File: src/hw/rtl/mtfd_pkg.sv
// Shared types and constants for the move-to-front unique deque.
`timescale 1ns / 1ps

package mtfd_pkg;

    // Default sizing of the store.
    localparam int CAPACITY_DEF = 16;
    localparam int ID_WIDTH_DEF = 16;

    // Fixed widths of the stream fields.
    localparam int ID_FIELD_W   = 16;
    localparam int CNT_FIELD_W  = 5;
    localparam int IN_TDATA_W   = 16;
    localparam int IN_TUSER_W   = 2;
    localparam int OUT_TDATA_W  = 56;
    localparam int OUT_TUSER_W  = 2;

    // Operation codes carried in the input tuser.
    localparam logic [1:0] KIND_ADD_NEWEST  = 2'd0;
    localparam logic [1:0] KIND_ADD_OLDEST  = 2'd1;
    localparam logic [1:0] KIND_TAKE_NEWEST = 2'd2;
    localparam logic [1:0] KIND_TAKE_OLDEST = 2'd3;

    // Control broadcast from the top level to every cell.
    typedef struct packed {
        logic       en;
        logic [1:0] kind;
    } t_cell_ctrl;

endpackage

File: src/hw/rtl/mtfd_cell.sv
// One slot of the deque: holds an identifier and shifts it to a neighbor on command.
`timescale 1ns / 1ps

module mtfd_cell #(
    parameter int ID_WIDTH = mtfd_pkg::ID_WIDTH_DEF,
    parameter int CNT_W    = 5,
    parameter int IDX      = 0
) (
    input  logic                    i_clk,
    input  mtfd_pkg::t_cell_ctrl    i_ctrl,
    input  logic [ID_WIDTH-1:0]     i_id,
    input  logic [CNT_W-1:0]        i_count,
    input  logic [CNT_W-1:0]        i_target,
    input  logic [ID_WIDTH-1:0]     i_left,
    input  logic [ID_WIDTH-1:0]     i_right,
    input  logic                    i_seen,
    output logic                    o_seen,
    output logic                    o_match,
    output logic [ID_WIDTH-1:0]     o_slot,
    output logic [ID_WIDTH-1:0]     o_tail
);

    logic [ID_WIDTH-1:0] r_slot;
    logic [ID_WIDTH-1:0] n_slot;
    logic                w_valid;

    // The slot holds a live entry when its position lies below the count.
    assign w_valid = CNT_W'(IDX) < i_count;
    assign o_match = w_valid && (r_slot == i_id);
    assign o_seen  = i_seen | o_match;
    assign o_slot  = r_slot;

    // Only the last live slot drives the oldest-entry reduction.
    assign o_tail = (i_count == CNT_W'(IDX + 1)) ? r_slot : '0;

    // Next slot value for the current operation.
    always_comb begin
        n_slot = r_slot;
        if (i_ctrl.en) begin
            unique case (i_ctrl.kind)
                mtfd_pkg::KIND_ADD_NEWEST: begin
                    // Shift toward the back up to the old copy (or everything on a miss).
                    if (IDX == 0) begin
                        n_slot = i_id;
                    end else if (!i_seen) begin
                        n_slot = i_left;
                    end
                end
                mtfd_pkg::KIND_ADD_OLDEST: begin
                    // Close the gap behind the old copy, then place the new one at the tail.
                    if (i_target == CNT_W'(IDX)) begin
                        n_slot = i_id;
                    end else if (i_seen || o_match) begin
                        n_slot = i_right;
                    end
                end
                mtfd_pkg::KIND_TAKE_NEWEST: begin
                    n_slot = i_right;
                end
                mtfd_pkg::KIND_TAKE_OLDEST: begin
                    n_slot = r_slot;
                end
                default: begin
                    n_slot = r_slot;
                end
            endcase
        end
    end

    always_ff @(posedge i_clk) begin
        r_slot <= n_slot;
    end

endmodule

File: src/hw/rtl/move_to_front_unique_deque_top.sv
// Top level of the move-to-front unique deque: cell row, control and result register.
`timescale 1ns / 1ps

// Usage:
// The slave stream carries one operation per beat: tuser holds the kind
// (push newest, push oldest, pop newest, pop oldest) and tdata the identifier.
// The master stream returns one result beat per operation, in order: tdata
// holds the popped identifier, the newest and oldest entries and the count;
// tuser holds the popped-valid and overflow flags.
// Throughput is one operation per cycle while the receiver keeps taking
// results: every cell compares its slot with the incoming identifier at
// once and the row shifts on the accepting edge, so the match chain through
// the row of cells sets the cycle time. A result passes through the pending
// flags, then the result register: the row updates on the accepting edge,
// and the result register loads from the row once the output register frees.
// Reset empties the store at once; slot contents are not cleared, only the
// count. When the receiver stalls, one result waits in the output register
// and one more is held pending; tready on the slave side then drops until
// the output register frees up.

module move_to_front_unique_deque_top #(
    parameter int CAPACITY = mtfd_pkg::CAPACITY_DEF,
    parameter int ID_WIDTH = mtfd_pkg::ID_WIDTH_DEF
) (
    input  logic                                i_clk,
    input  logic                                i_rst_n,
    input  logic                                i_s_axis_tvalid,
    output logic                                o_s_axis_tready,
    // [15:0] entry_id
    input  logic [mtfd_pkg::IN_TDATA_W-1:0]     i_s_axis_tdata,
    // [1:0] kind
    input  logic [mtfd_pkg::IN_TUSER_W-1:0]     i_s_axis_tuser,
    output logic                                o_m_axis_tvalid,
    input  logic                                i_m_axis_tready,
    // [15:0] popped_id, [31:16] newest_id, [47:32] oldest_id, [52:48] count, [55:53] zero
    output logic [mtfd_pkg::OUT_TDATA_W-1:0]    o_m_axis_tdata,
    // [0] popped_valid, [1] overflow
    output logic [mtfd_pkg::OUT_TUSER_W-1:0]    o_m_axis_tuser
);

    localparam int CNT_W = $clog2(CAPACITY + 1);
    localparam int PAD_W = mtfd_pkg::OUT_TDATA_W - 3 * mtfd_pkg::ID_FIELD_W
                           - mtfd_pkg::CNT_FIELD_W;

    logic                  w_accept;
    logic [1:0]            w_kind;
    logic [ID_WIDTH-1:0]   w_id;
    logic                  w_is_push;
    logic                  w_hit;
    logic                  w_full;
    logic                  w_empty;
    logic                  w_drop;
    logic                  w_out_free;
    logic [CNT_W-1:0]      w_target;
    logic [ID_WIDTH-1:0]   w_popped;
    logic                  w_popped_valid;
    logic [ID_WIDTH-1:0]   w_oldest;
    logic [ID_WIDTH-1:0]   w_newest;
    mtfd_pkg::t_cell_ctrl  w_ctrl;

    logic [CAPACITY-1:0]   w_match;
    logic [CAPACITY:0]     w_seen;
    logic [ID_WIDTH-1:0]   w_slot  [CAPACITY];
    logic [ID_WIDTH-1:0]   w_tail  [CAPACITY];
    logic [ID_WIDTH-1:0]   w_left  [CAPACITY];
    logic [ID_WIDTH-1:0]   w_right [CAPACITY];

    logic [CNT_W-1:0]      r_count;
    logic [CNT_W-1:0]      n_count;
    logic                  r_pend;
    logic [ID_WIDTH-1:0]   r_pend_popped;
    logic                  r_pend_pv;
    logic                  r_pend_ovf;
    logic                  r_out_valid;
    logic [mtfd_pkg::OUT_TDATA_W-1:0] r_out_tdata;
    logic [mtfd_pkg::OUT_TUSER_W-1:0] r_out_tuser;

    // Input decode.
    assign w_accept  = i_s_axis_tvalid && o_s_axis_tready;
    assign w_kind    = i_s_axis_tuser[1:0];
    assign w_id      = ID_WIDTH'(i_s_axis_tdata[mtfd_pkg::ID_FIELD_W-1:0]);
    assign w_is_push = (w_kind == mtfd_pkg::KIND_ADD_NEWEST)
                    || (w_kind == mtfd_pkg::KIND_ADD_OLDEST);

    // The match chain through the row ends in the hit flag.
    assign w_seen[0] = 1'b0;
    assign w_hit     = w_seen[CAPACITY];
    assign w_full    = (r_count == CNT_W'(CAPACITY));
    assign w_empty   = (r_count == '0);
    assign w_drop    = w_is_push && !w_hit && w_full;
    assign w_target  = w_hit ? (r_count - CNT_W'(1)) : r_count;

    assign w_ctrl.en   = w_accept && (w_is_push ? !w_drop : !w_empty);
    assign w_ctrl.kind = w_kind;

    // Cells wired to neighbors; the new id feeds the left end, the right end folds back.
    for (genvar gi = 0; gi < CAPACITY; gi++) begin : g_cell
        if (gi == 0) begin : g_first
            assign w_left[gi] = w_id;
        end else begin : g_mid_l
            assign w_left[gi] = w_slot[gi-1];
        end
        if (gi == CAPACITY - 1) begin : g_last
            assign w_right[gi] = w_slot[gi];
        end else begin : g_mid_r
            assign w_right[gi] = w_slot[gi+1];
        end

        mtfd_cell #(
            .ID_WIDTH (ID_WIDTH),
            .CNT_W    (CNT_W),
            .IDX      (gi)
        ) u_cell (
            .i_clk    (i_clk),
            .i_ctrl   (w_ctrl),
            .i_id     (w_id),
            .i_count  (r_count),
            .i_target (w_target),
            .i_left   (w_left[gi]),
            .i_right  (w_right[gi]),
            .i_seen   (w_seen[gi]),
            .o_seen   (w_seen[gi+1]),
            .o_match  (w_match[gi]),
            .o_slot   (w_slot[gi]),
            .o_tail   (w_tail[gi])
        );
    end

    // Oldest entry: only the last live cell drives a nonzero tail value.
    always_comb begin
        w_oldest = '0;
        for (int i = 0; i < CAPACITY; i++) begin
            w_oldest = w_oldest | w_tail[i];
        end
    end

    assign w_newest = w_empty ? '0 : w_slot[0];

    // Popped identifier and the next count.
    always_comb begin
        w_popped       = '0;
        w_popped_valid = 1'b0;
        n_count        = r_count;
        unique case (w_kind) inside
            mtfd_pkg::KIND_ADD_NEWEST, mtfd_pkg::KIND_ADD_OLDEST: begin
                if (!w_hit && !w_full) begin
                    n_count = r_count + CNT_W'(1);
                end
            end
            mtfd_pkg::KIND_TAKE_NEWEST: begin
                if (!w_empty) begin
                    w_popped       = w_slot[0];
                    w_popped_valid = 1'b1;
                    n_count        = r_count - CNT_W'(1);
                end
            end
            mtfd_pkg::KIND_TAKE_OLDEST: begin
                if (!w_empty) begin
                    w_popped       = w_oldest;
                    w_popped_valid = 1'b1;
                    n_count        = r_count - CNT_W'(1);
                end
            end
            default: begin
                n_count = r_count;
            end
        endcase
    end

    // Handshake: a pending result moves out whenever the output register frees.
    assign w_out_free      = !r_out_valid || i_m_axis_tready;
    assign o_s_axis_tready = !r_pend || w_out_free;

    // Control registers.
    always_ff @(posedge i_clk) begin
        if (!i_rst_n) begin
            r_count     <= '0;
            r_pend      <= 1'b0;
            r_out_valid <= 1'b0;
        end else begin
            if (w_accept) begin
                r_count <= n_count;
                r_pend  <= 1'b1;
            end else if (w_out_free) begin
                r_pend  <= 1'b0;
            end
            if (w_out_free) begin
                r_out_valid <= r_pend;
            end
        end
    end

    // Pending flags and the result register; the row is read as it stands after the update.
    always_ff @(posedge i_clk) begin
        if (w_accept) begin
            r_pend_popped <= w_popped;
            r_pend_pv     <= w_popped_valid;
            r_pend_ovf    <= w_drop;
        end
        if (r_pend && w_out_free) begin
            r_out_tdata <= {PAD_W'(0),
                            mtfd_pkg::CNT_FIELD_W'(r_count),
                            mtfd_pkg::ID_FIELD_W'(w_oldest),
                            mtfd_pkg::ID_FIELD_W'(w_newest),
                            mtfd_pkg::ID_FIELD_W'(r_pend_popped)};
            r_out_tuser <= {r_pend_ovf, r_pend_pv};
        end
    end

    assign o_m_axis_tvalid = r_out_valid;
    assign o_m_axis_tdata  = r_out_tdata;
    assign o_m_axis_tuser  = r_out_tuser;

    // The count never exceeds the number of cells.
    a_count_bound: assert property (@(posedge i_clk) disable iff (!i_rst_n)
        r_count <= CNT_W'(CAPACITY))
        else $error("count beyond capacity");

    // Identifiers stay unique, so at most one cell matches.
    a_unique: assert property (@(posedge i_clk) disable iff (!i_rst_n)
        w_accept && w_is_push |-> $onehot0(w_match))
        else $error("more than one cell matched the identifier");

    // An overflow result only comes from a full store that it left unchanged.
    a_ovf_full: assert property (@(posedge i_clk) disable iff (!i_rst_n)
        r_pend && r_pend_ovf |-> r_count == CNT_W'(CAPACITY))
        else $error("overflow flagged without a full store");

    // A result never reports both a pop and a dropped push.
    a_flags: assert property (@(posedge i_clk) disable iff (!i_rst_n)
        r_pend |-> !(r_pend_pv && r_pend_ovf))
        else $error("popped and overflow both set");

    // A pending result reaches the output as soon as the output register frees.
    a_drain: assert property (@(posedge i_clk) disable iff (!i_rst_n)
        r_pend && w_out_free |=> r_out_valid)
        else $error("pending result was lost");

endmodule

File: config.mk
export PLATFORM = sky130hd
export DESIGN_NAME = move_to_front_unique_deque_top
export DESIGN_NICKNAME = d
export VERILOG_FILES = /design/src/hw/rtl/mtfd_pkg.sv /design/src/hw/rtl/mtfd_cell.sv /design/src/hw/rtl/move_to_front_unique_deque_top.sv
export SDC_FILE = /design/constraint.sdc
export NUM_CORES = 1
export LEC_CHECK = 0
export CORE_UTILIZATION = 49
export CTS_BUF_LIST = sky130_fd_sc_hd__clkbuf_16
export CTS_CLUSTER_SIZE = 24
export DETAILED_ROUTE_END_ITERATION = 10
export DONT_BUFFER_PORTS = 1
export HOLD_SLACK_MARGIN = 0.12
export SLEW_MARGIN = 25
export SYNTH_ARGS = -nofsm -noshare
export SYNTH_HDL_FRONTEND = slang
export SYNTH_HIERARCHICAL = 1
export SYNTH_SLANG_ARGS = --single-unit
File: constraint.sdc
create_clock -name i_clk -period 11.5 [get_ports i_clk]
set_clock_uncertainty 0.15 [all_clocks]
set_input_delay 0.575 -clock i_clk [delete_from_list [all_inputs] [get_ports i_clk]]
set_output_delay 0.575 -clock i_clk [all_outputs]
set_load 0.005 [all_outputs]
# Yosys cells after proc, flatten, opt, wreduce, memory -nomap -nowiden
# Cells that the tools add are included.
word_totals:
  ff_bits: 336
  in_bits: 22
  out_inout_bits: 60
  word_cells: 312
op_classes:
  addsub: 2
  magnitude_cmp: 16
  n_eq_ne: 81
  muxes: 88
  bitwise_logic: 32
  reduce_logical: 69
ops:
  columns: ["operator", "count"]
  rows:
  - ["$mux W16", 63]
  - ["$pmux W16 S3", 15]
  - ["$eq A16 B16 Y1", 16]
  - ["$or A16 B16 Y16", 15]
  - ["$eq A5 B4 Y1 const B", 16]
  - ["$pmux W16 S2", 2]
  - ["$reduce_and A4 Y1", 15]
  - ["$ne A3 B1 Y1 const B", 14]
  - ["$eq A5 B3 Y1 const B", 8]
  - ["$lt A4 B5 Y1 const A", 8]
  - ["$ne A2 B2 Y1 const B", 16]
  - ["$logic_and A1 B1 Y1", 22]
  - ["$eq A5 B2 Y1 const B", 4]
  - ["$lt A3 B5 Y1 const A", 4]
  - ["$logic_or A1 B1 Y1", 17]
  - ["$mux W5", 3]
  - ["$or A1 B1 Y1", 15]
  - ["$eq A5 B1 Y1 const B", 2]
  - ["$logic_not A5 Y1", 2]
  - ["$lt A1 B5 Y1 const A", 2]
  - ["$lt A2 B5 Y1 const A", 2]
  - ["$pmux W5 S2", 1]
  - ["$logic_not A1 Y1", 6]
  - ["$add A5 B1 Y5 const B", 1]
  - ["other kinds (12)", 19]

# Logic depth before layout (Yosys ltp)
logic_depth:
  ltp_word: 24
  depth_mapped: 32
  ltp_nobuf: 29

# By module
# Netlist, hierarchy kept.
by_module_without_submodules:
  columns: ["mod", "instances", "cells_per_inst", "area_each_um2", "seq_area_each_um2"]
  rows:
  - ["move_to_front_unique_deque_top", 1, 277, 3602.2, 2332.2]
  - ["mtfd_cell (g_cell[8].u_cell)", 1, 187, 1614.0, 480.5]
  - ["mtfd_cell (g_cell[10].u_cell)", 1, 144, 1501.4, 480.5]
  - ["mtfd_cell (g_cell[9].u_cell)", 1, 183, 1496.4, 480.5]
  - ["mtfd_cell (g_cell[5].u_cell)", 1, 144, 1490.2, 480.5]
  - ["mtfd_cell (g_cell[4].u_cell)", 1, 143, 1473.9, 480.5]
  - ["mtfd_cell (g_cell[12].u_cell)", 1, 144, 1466.4, 480.5]
  - ["mtfd_cell (g_cell[1].u_cell)", 1, 142, 1460.2, 480.5]
  - ["mtfd_cell (g_cell[2].u_cell)", 1, 143, 1460.2, 480.5]
  - ["mtfd_cell (g_cell[6].u_cell)", 1, 143, 1446.4, 480.5]
  - ["mtfd_cell (g_cell[15].u_cell)", 1, 145, 1443.9, 480.5]
  - ["mtfd_cell (g_cell[3].u_cell)", 1, 146, 1443.9, 480.5]
  - ["mtfd_cell (g_cell[7].u_cell)", 1, 145, 1436.4, 480.5]
  - ["mtfd_cell (g_cell[13].u_cell)", 1, 143, 1418.9, 480.5]
  - ["+3 rows", null, null, null, null]

# Least setup slack after synthesis
# No wires, ideal clock.
synth_path:
  path_type: "register -> register"
  from: "register r_count[4]"
  to: "register g_cell[11].u_cell.r_slot[0] (enable)"
  setup_time_ns: 0.375
  arrival_ns: 9.260
  t_required_ns: 10.975
  setup_slack_ns: 1.715
  stages_incl_launch_ff: 28
  n_path_buf: 2
  synth_period_minus_slack_ns: 9.785
  cell_sequence: "dfxtp_1 > nor4_4 > a21oi_2 > or2_2 > or2_2 > or2_2 > or2_2 > or2_2 > or2_2 > or2_2 > or2_2 > inv_1 > o21ai_0 > inv_1 > o21ai_0 > or2_2 > or2_1 > or2_2 > or2_2 > or2_2 > or2_2 > clkbuf_1 > a21oi_1 > and4bb_2 > nand2_2 > buf_2 > nand2_1 > o31a_1"
synth_between:
  word_cells_on_any_way: 63
  classes_between: "1 x add/sub; 16 x order compare; 4 x eq/ne; 2 x mux; 15 x bitwise; 25 x reduce/logical"
synth_rtl:
  columns: ["item", "line", "rtl"]
  rows:
  - ["start: declaration", "move_to_front_unique_deque_top.sv:68", "logic [CNT_W-1:0] r_count;"]
  - ["start signal: assignment", "move_to_front_unique_deque_top.sv:182", "r_count <= n_count;"]
  - ["$lt A1 B5 Y1", "mtfd_cell.sv:28", "assign w_valid = CNT_W'(IDX) < i_count;"]
  - ["$logic_and A1 B1 Y1", "mtfd_cell.sv:29", "assign o_match = w_valid && (r_slot == i_id);"]
  - ["via w_match[0]", "move_to_front_unique_deque_top.sv:61", "logic [CAPACITY-1:0] w_match;"]
  - ["$or A1 B1 Y1", "mtfd_cell.sv:30", "assign o_seen = i_seen | o_match;"]
  - ["via w_seen[2]", "move_to_front_unique_deque_top.sv:62", "logic [CAPACITY:0] w_seen;"]
  - ["$or A1 B1 Y1", "mtfd_cell.sv:30", null]
  - ["via w_seen[3]", "move_to_front_unique_deque_top.sv:62", null]
  - ["$or A1 B1 Y1", "mtfd_cell.sv:30", null]
  - ["via w_seen[4]", "move_to_front_unique_deque_top.sv:62", null]
  - ["(+1 left out)", null, null]
  - ["via w_seen[5]", "move_to_front_unique_deque_top.sv:62", null]
  - ["(+1 left out)", null, null]
  - ["via w_seen[6]", "move_to_front_unique_deque_top.sv:62", null]
  - ["(+1 left out)", null, null]
  - ["via w_seen[7]", "move_to_front_unique_deque_top.sv:62", null]
  - ["(+1 left out)", null, null]
  - ["via w_seen[8]", "move_to_front_unique_deque_top.sv:62", null]
  - ["(+1 left out)", null, null]
  - ["via w_seen[9]", "move_to_front_unique_deque_top.sv:62", null]
  - ["(+1 left out)", null, null]
  - ["via w_seen[10]", "move_to_front_unique_deque_top.sv:62", null]
  - ["(+1 left out)", null, null]
  - ["via w_seen[11]", "move_to_front_unique_deque_top.sv:62", null]
  - ["(+1 left out)", null, null]
  - ["via w_seen[12]", "move_to_front_unique_deque_top.sv:62", null]
  - ["(+1 left out)", null, null]
  - ["via w_seen[13]", "move_to_front_unique_deque_top.sv:62", null]
  - ["(+1 left out)", null, null]
  - ["via w_seen[14]", "move_to_front_unique_deque_top.sv:62", null]
  - ["(+1 left out)", null, null]
  - ["via w_seen[15]", "move_to_front_unique_deque_top.sv:62", null]
  - ["$or A1 B1 Y1", "mtfd_cell.sv:30", null]
  - ["via w_hit", "move_to_front_unique_deque_top.sv:49", "logic w_hit;"]
  - ["$mux W5", "move_to_front_unique_deque_top.sv:91", "assign w_target = w_hit ? (r_count - CNT_W'(1)) : r_count;"]
  - ["via w_target[1]", "move_to_front_unique_deque_top.sv:54", "logic [CNT_W-1:0] w_target;"]
  - ["$eq A5 B4 Y1", "mtfd_cell.sv:51", "if (i_target == CNT_W'(IDX)) begin"]
  - ["$ne A3 B1 Y1 (no source line)", null, null]
  - ["$reduce_and A4 Y1 (no source line)", null, null]
  - ["end signal: assignment", "mtfd_cell.sv:71", "r_slot <= n_slot;"]
  - ["end: declaration", "mtfd_cell.sv:23", "logic [ID_WIDTH-1:0] r_slot;"]
# The timed path passes the listed nets, and every way through them passes these cells.
# A chain may end at the register's enable or synchronous reset.

# Worst setup path in the final report
layout_path:
  from: "register r_count[1]"
  to: "register g_cell[15].u_cell.r_slot[1] (enable)"
layout_between:
  word_cells_on_any_way: 62
  classes_between: "1 x add/sub; 16 x order compare; 4 x eq/ne; 2 x mux; 15 x bitwise; 24 x reduce/logical"
layout_rtl:
  columns: ["item", "line"]
  rows:
  - ["$lt A1 B5 Y1", "mtfd_cell.sv:28"]
  - ["$logic_and A1 B1 Y1", "mtfd_cell.sv:29"]
  - ["via w_match[0]", "move_to_front_unique_deque_top.sv:61"]
  - ["$or A1 B1 Y1", "mtfd_cell.sv:30"]
  - ["via w_seen[2]", "move_to_front_unique_deque_top.sv:62"]
  - ["$or A1 B1 Y1", "mtfd_cell.sv:30"]
  - ["via w_seen[3]", "move_to_front_unique_deque_top.sv:62"]
  - ["$or A1 B1 Y1", "mtfd_cell.sv:30"]
  - ["via w_seen[4]", "move_to_front_unique_deque_top.sv:62"]
  - ["(+1 left out)", null]
  - ["via w_seen[5]", "move_to_front_unique_deque_top.sv:62"]
  - ["(+1 left out)", null]
  - ["via w_seen[6]", "move_to_front_unique_deque_top.sv:62"]
  - ["(+1 left out)", null]
  - ["via w_seen[7]", "move_to_front_unique_deque_top.sv:62"]
  - ["(+1 left out)", null]
  - ["via w_seen[8]", "move_to_front_unique_deque_top.sv:62"]
  - ["(+1 left out)", null]
  - ["via w_seen[9]", "move_to_front_unique_deque_top.sv:62"]
  - ["(+1 left out)", null]
  - ["via w_seen[10]", "move_to_front_unique_deque_top.sv:62"]
  - ["(+1 left out)", null]
  - ["via w_seen[11]", "move_to_front_unique_deque_top.sv:62"]
  - ["(+1 left out)", null]
  - ["via w_seen[12]", "move_to_front_unique_deque_top.sv:62"]
  - ["(+1 left out)", null]
  - ["via w_seen[13]", "move_to_front_unique_deque_top.sv:62"]
  - ["(+1 left out)", null]
  - ["via w_seen[14]", "move_to_front_unique_deque_top.sv:62"]
  - ["(+1 left out)", null]
  - ["via w_seen[15]", "move_to_front_unique_deque_top.sv:62"]
  - ["$or A1 B1 Y1", "mtfd_cell.sv:30"]
  - ["via w_hit", "move_to_front_unique_deque_top.sv:49"]
  - ["$mux W5", "move_to_front_unique_deque_top.sv:91"]
  - ["via w_target[0]", "move_to_front_unique_deque_top.sv:54"]
  - ["$eq A5 B4 Y1", "mtfd_cell.sv:51"]
  - ["$ne A2 B1 Y1 (no source line)", null]
  - ["$reduce_and A4 Y1 (no source line)", null]
  - ["end signal: assignment", "mtfd_cell.sv:71"]
  - ["end: declaration", "mtfd_cell.sv:23"]
# The timed path passes the listed nets, and every way through them passes these cells.

==> results.cfg <==
[sta]
tns_ps = 0
grt_setup_unrepaired = no
fin_crit_ps = 9800
relSlewSlack_pct = 27.3
maxSlewViolCount = 0
min_period_over_period_pct = 85.2
finalSetupViolCount = 0
tightest_slew_ps = 1080
fmax_mhz = 102
hold_viol = 0

[critical_path]
critPathRequiredTime_ps = 11570
rr_endpoint = g_cell[15].u_cell/o_slot[1]
r2r_cells = 25
start_kind = register
critical_path.startpoint = r_count[1]
rr_startpoint = r_count[1]
reg2reg_slack_ps = 1700
crit_arrival_ps = 9870
path_class = register to register
endpoint_kind = register
crit_path_max_fanout = 18
crit_end = g_cell[15].u_cell/o_slot[1]

[power]
p_leak_nw = 10.3
p_comb_share_pct = 23.4
p_sw_mw = 1.34
power_density_mw_per_mm2 = 141
pwr-share-clk_pct = 33.5
pwr-share-seq_pct = 43.1
p_int_mw = 2.71
sw_frac_of_total_pct = 33.1
ir_drop_v = 0.000100
power_mw = 4.04

[clock_network]
cts_root_buf = clkbuf_16
clkLatencyLatePin_ps = 600
clockBufferDepth = 3
htree_num_levels = 2
cts_resized = 0
cts_hold_buf = 23
post_cts_buffers = 0
cts_sinks = 336
cts_buffers = 40
cts.reportedPaths.clkPinSlew_ps = 60
tritoncts = yes

[detailed_routing]
antenna_left = 0
wl_per_cell_um = 30.2
drc_errors = 0
via_per_inst = 6.75
routed_wl_mm = 98.8
drt_iter0_markers = 2854
route.vias.total = 22100
drt-pass1-iter-count = 6

[grt]
grt-ovfl-total = 0
grt_max_degree = 65
track_usage_pct = 34.9
grt_pass1_wl_mm = 143
grt_pass1_vias = 20600
antenna_found_initial = 8

[floorplan]
coreArea_mm2 = 0.0531
die_height_um = 235
initial_core_util_pct = 50.1
die_w_um = 235
pin_count = 82
die-area_mm2 = 0.0552
rows = 84

[status]
status = completed

[cells_and_area]
layout.nets = 2638
area_delta_synth_final_pct = 7.67
drive_gt1_share_pct = 19.1
n_fill_cell = 4636

[place]
gp_congestion = 0.938
place.detailed.hpwl_mm = 64.3
io_buffers = 0

[logic_synthesis]
yosys_warnings = 6
synthCells = 2606
syn-cell-area_mm2 = 0.0266
avgSynthCellArea_um2 = 10.2

[min_path]
whs_path_depth = 2
hold_class = input port to register

[flow_run]
max_cap_violations = 0
## metrics by stage
| stage | area, µm² | hold slack, ps | util, % | std cells | worst slack, ps |
|---|---|---|---|---|---|
| final | 28600 | 137 | 53.9 | 3271 | 1700 |
| after global routing | 28600 | 122 | 53.9 | 3269 | 1400 |
| after CTS | 28600 | 120 | 53.8 | 3268 | 1880 |
| after detailed placement | 27000 | 255 | 50.8 | 3173 | 1930 |
| after global placement | 26900 | 255 | 50.7 | 3173 | 2050 |
| after floorplan | 26600 | 250 | - | 2610 | 1720 |
## sequential cells by signal (all words and copies together) (netlist names)
signal                flops
o_m_axis_tvalid           1
r_pend_popped            16
r_pend_ovf                1
o_m_axis_tdata           53
o_m_axis_tuser            2
r_count                   5
r_pend                    1
r_pend_pv                 1
g_cell.u_cell/o_slot    256
## placed cells by master (no fill, tap or decap), drive strengths merged, types with 31 or more instances in the layout
master and n:
nand4 41, buf 31, a21oi 216, nor4 117, and3 65, nand2 54, mux2 195, nor2 288
o21ai 49, clkbuf 40, xor2 151, ha 65, inv 83, o21a 32, and2 194, xnor2 101
a22oi 195, a31oi 42, edfxtp 329
## power groups by stage
stage               Sequential, mW  Combinational (mW)  Clock, mW
floorplan                     1.65               0.733          0
global placement              1.75               0.895          0
detailed placement            1.75               0.915          0
CTS                           1.73               0.931       1.37
global route                  1.74                1.02       1.40
finish                        1.74               0.948       1.35
## how the worst min path moves through the flow
stage	startpoint	to
2_1_floorplan	r_pend_popped[0]	o_m_axis_tdata[0]
3_3_place_gp	r_pend_popped[4]	o_m_axis_tdata[4]
3_5_place_dp	r_pend_popped[14]	o_m_axis_tdata[14]
4_1_cts	i_s_axis_tdata[14]	g_cell[10].u_cell/o_slot[14]
5_1_grt	i_s_axis_tdata[14]	g_cell[10].u_cell/o_slot[14]
6_report	i_s_axis_tdata[14]	g_cell[10].u_cell/o_slot[14]
## layer usage
| layer | GRT usage, % | routed length (µm) |
|---|---|---|
| met4 | 13.0 | 3550 |
| met5 | 0 | 49 |
| met1 | 50.4 | 42400 |
| met3 | 7.20 | 10700 |
| met2 | 50.9 | 42000 |
## cell type report
type,instances,area (µm²),share of cell area [%]
multi-input combinational,2044,15600,54.5
sequential,336,10000,35.0
clock buffer,40,1000,3.50
tap,688,861,3.01
timing repair buffer,54,470,1.64
clock inverter,32,373,1.30
inverter,75,282,0.984
antenna,2,5.00,0.0175
## worst max-delay path, cell delays in order (launching register included)
cell and delay (ps):
dfxtp_1 330, nor4_4 700, a21oi_2 140, or2_2 320
or2_2 350, or2_2 350, or2_2 350, or2_2 340
or2_2 340, or2_2 340, or2_2 350, inv_1 90
o21ai_0 280, inv_1 170, o21ai_0 170, or2_2 380
or2_1 290, or2_2 350, or2_2 350, or2_2 360
or2_2 440, xor2_4 860, nand4_1 140, or2_1 590
nand2_1 190, o31a_1 680
(Power assumes the default switching activity.)
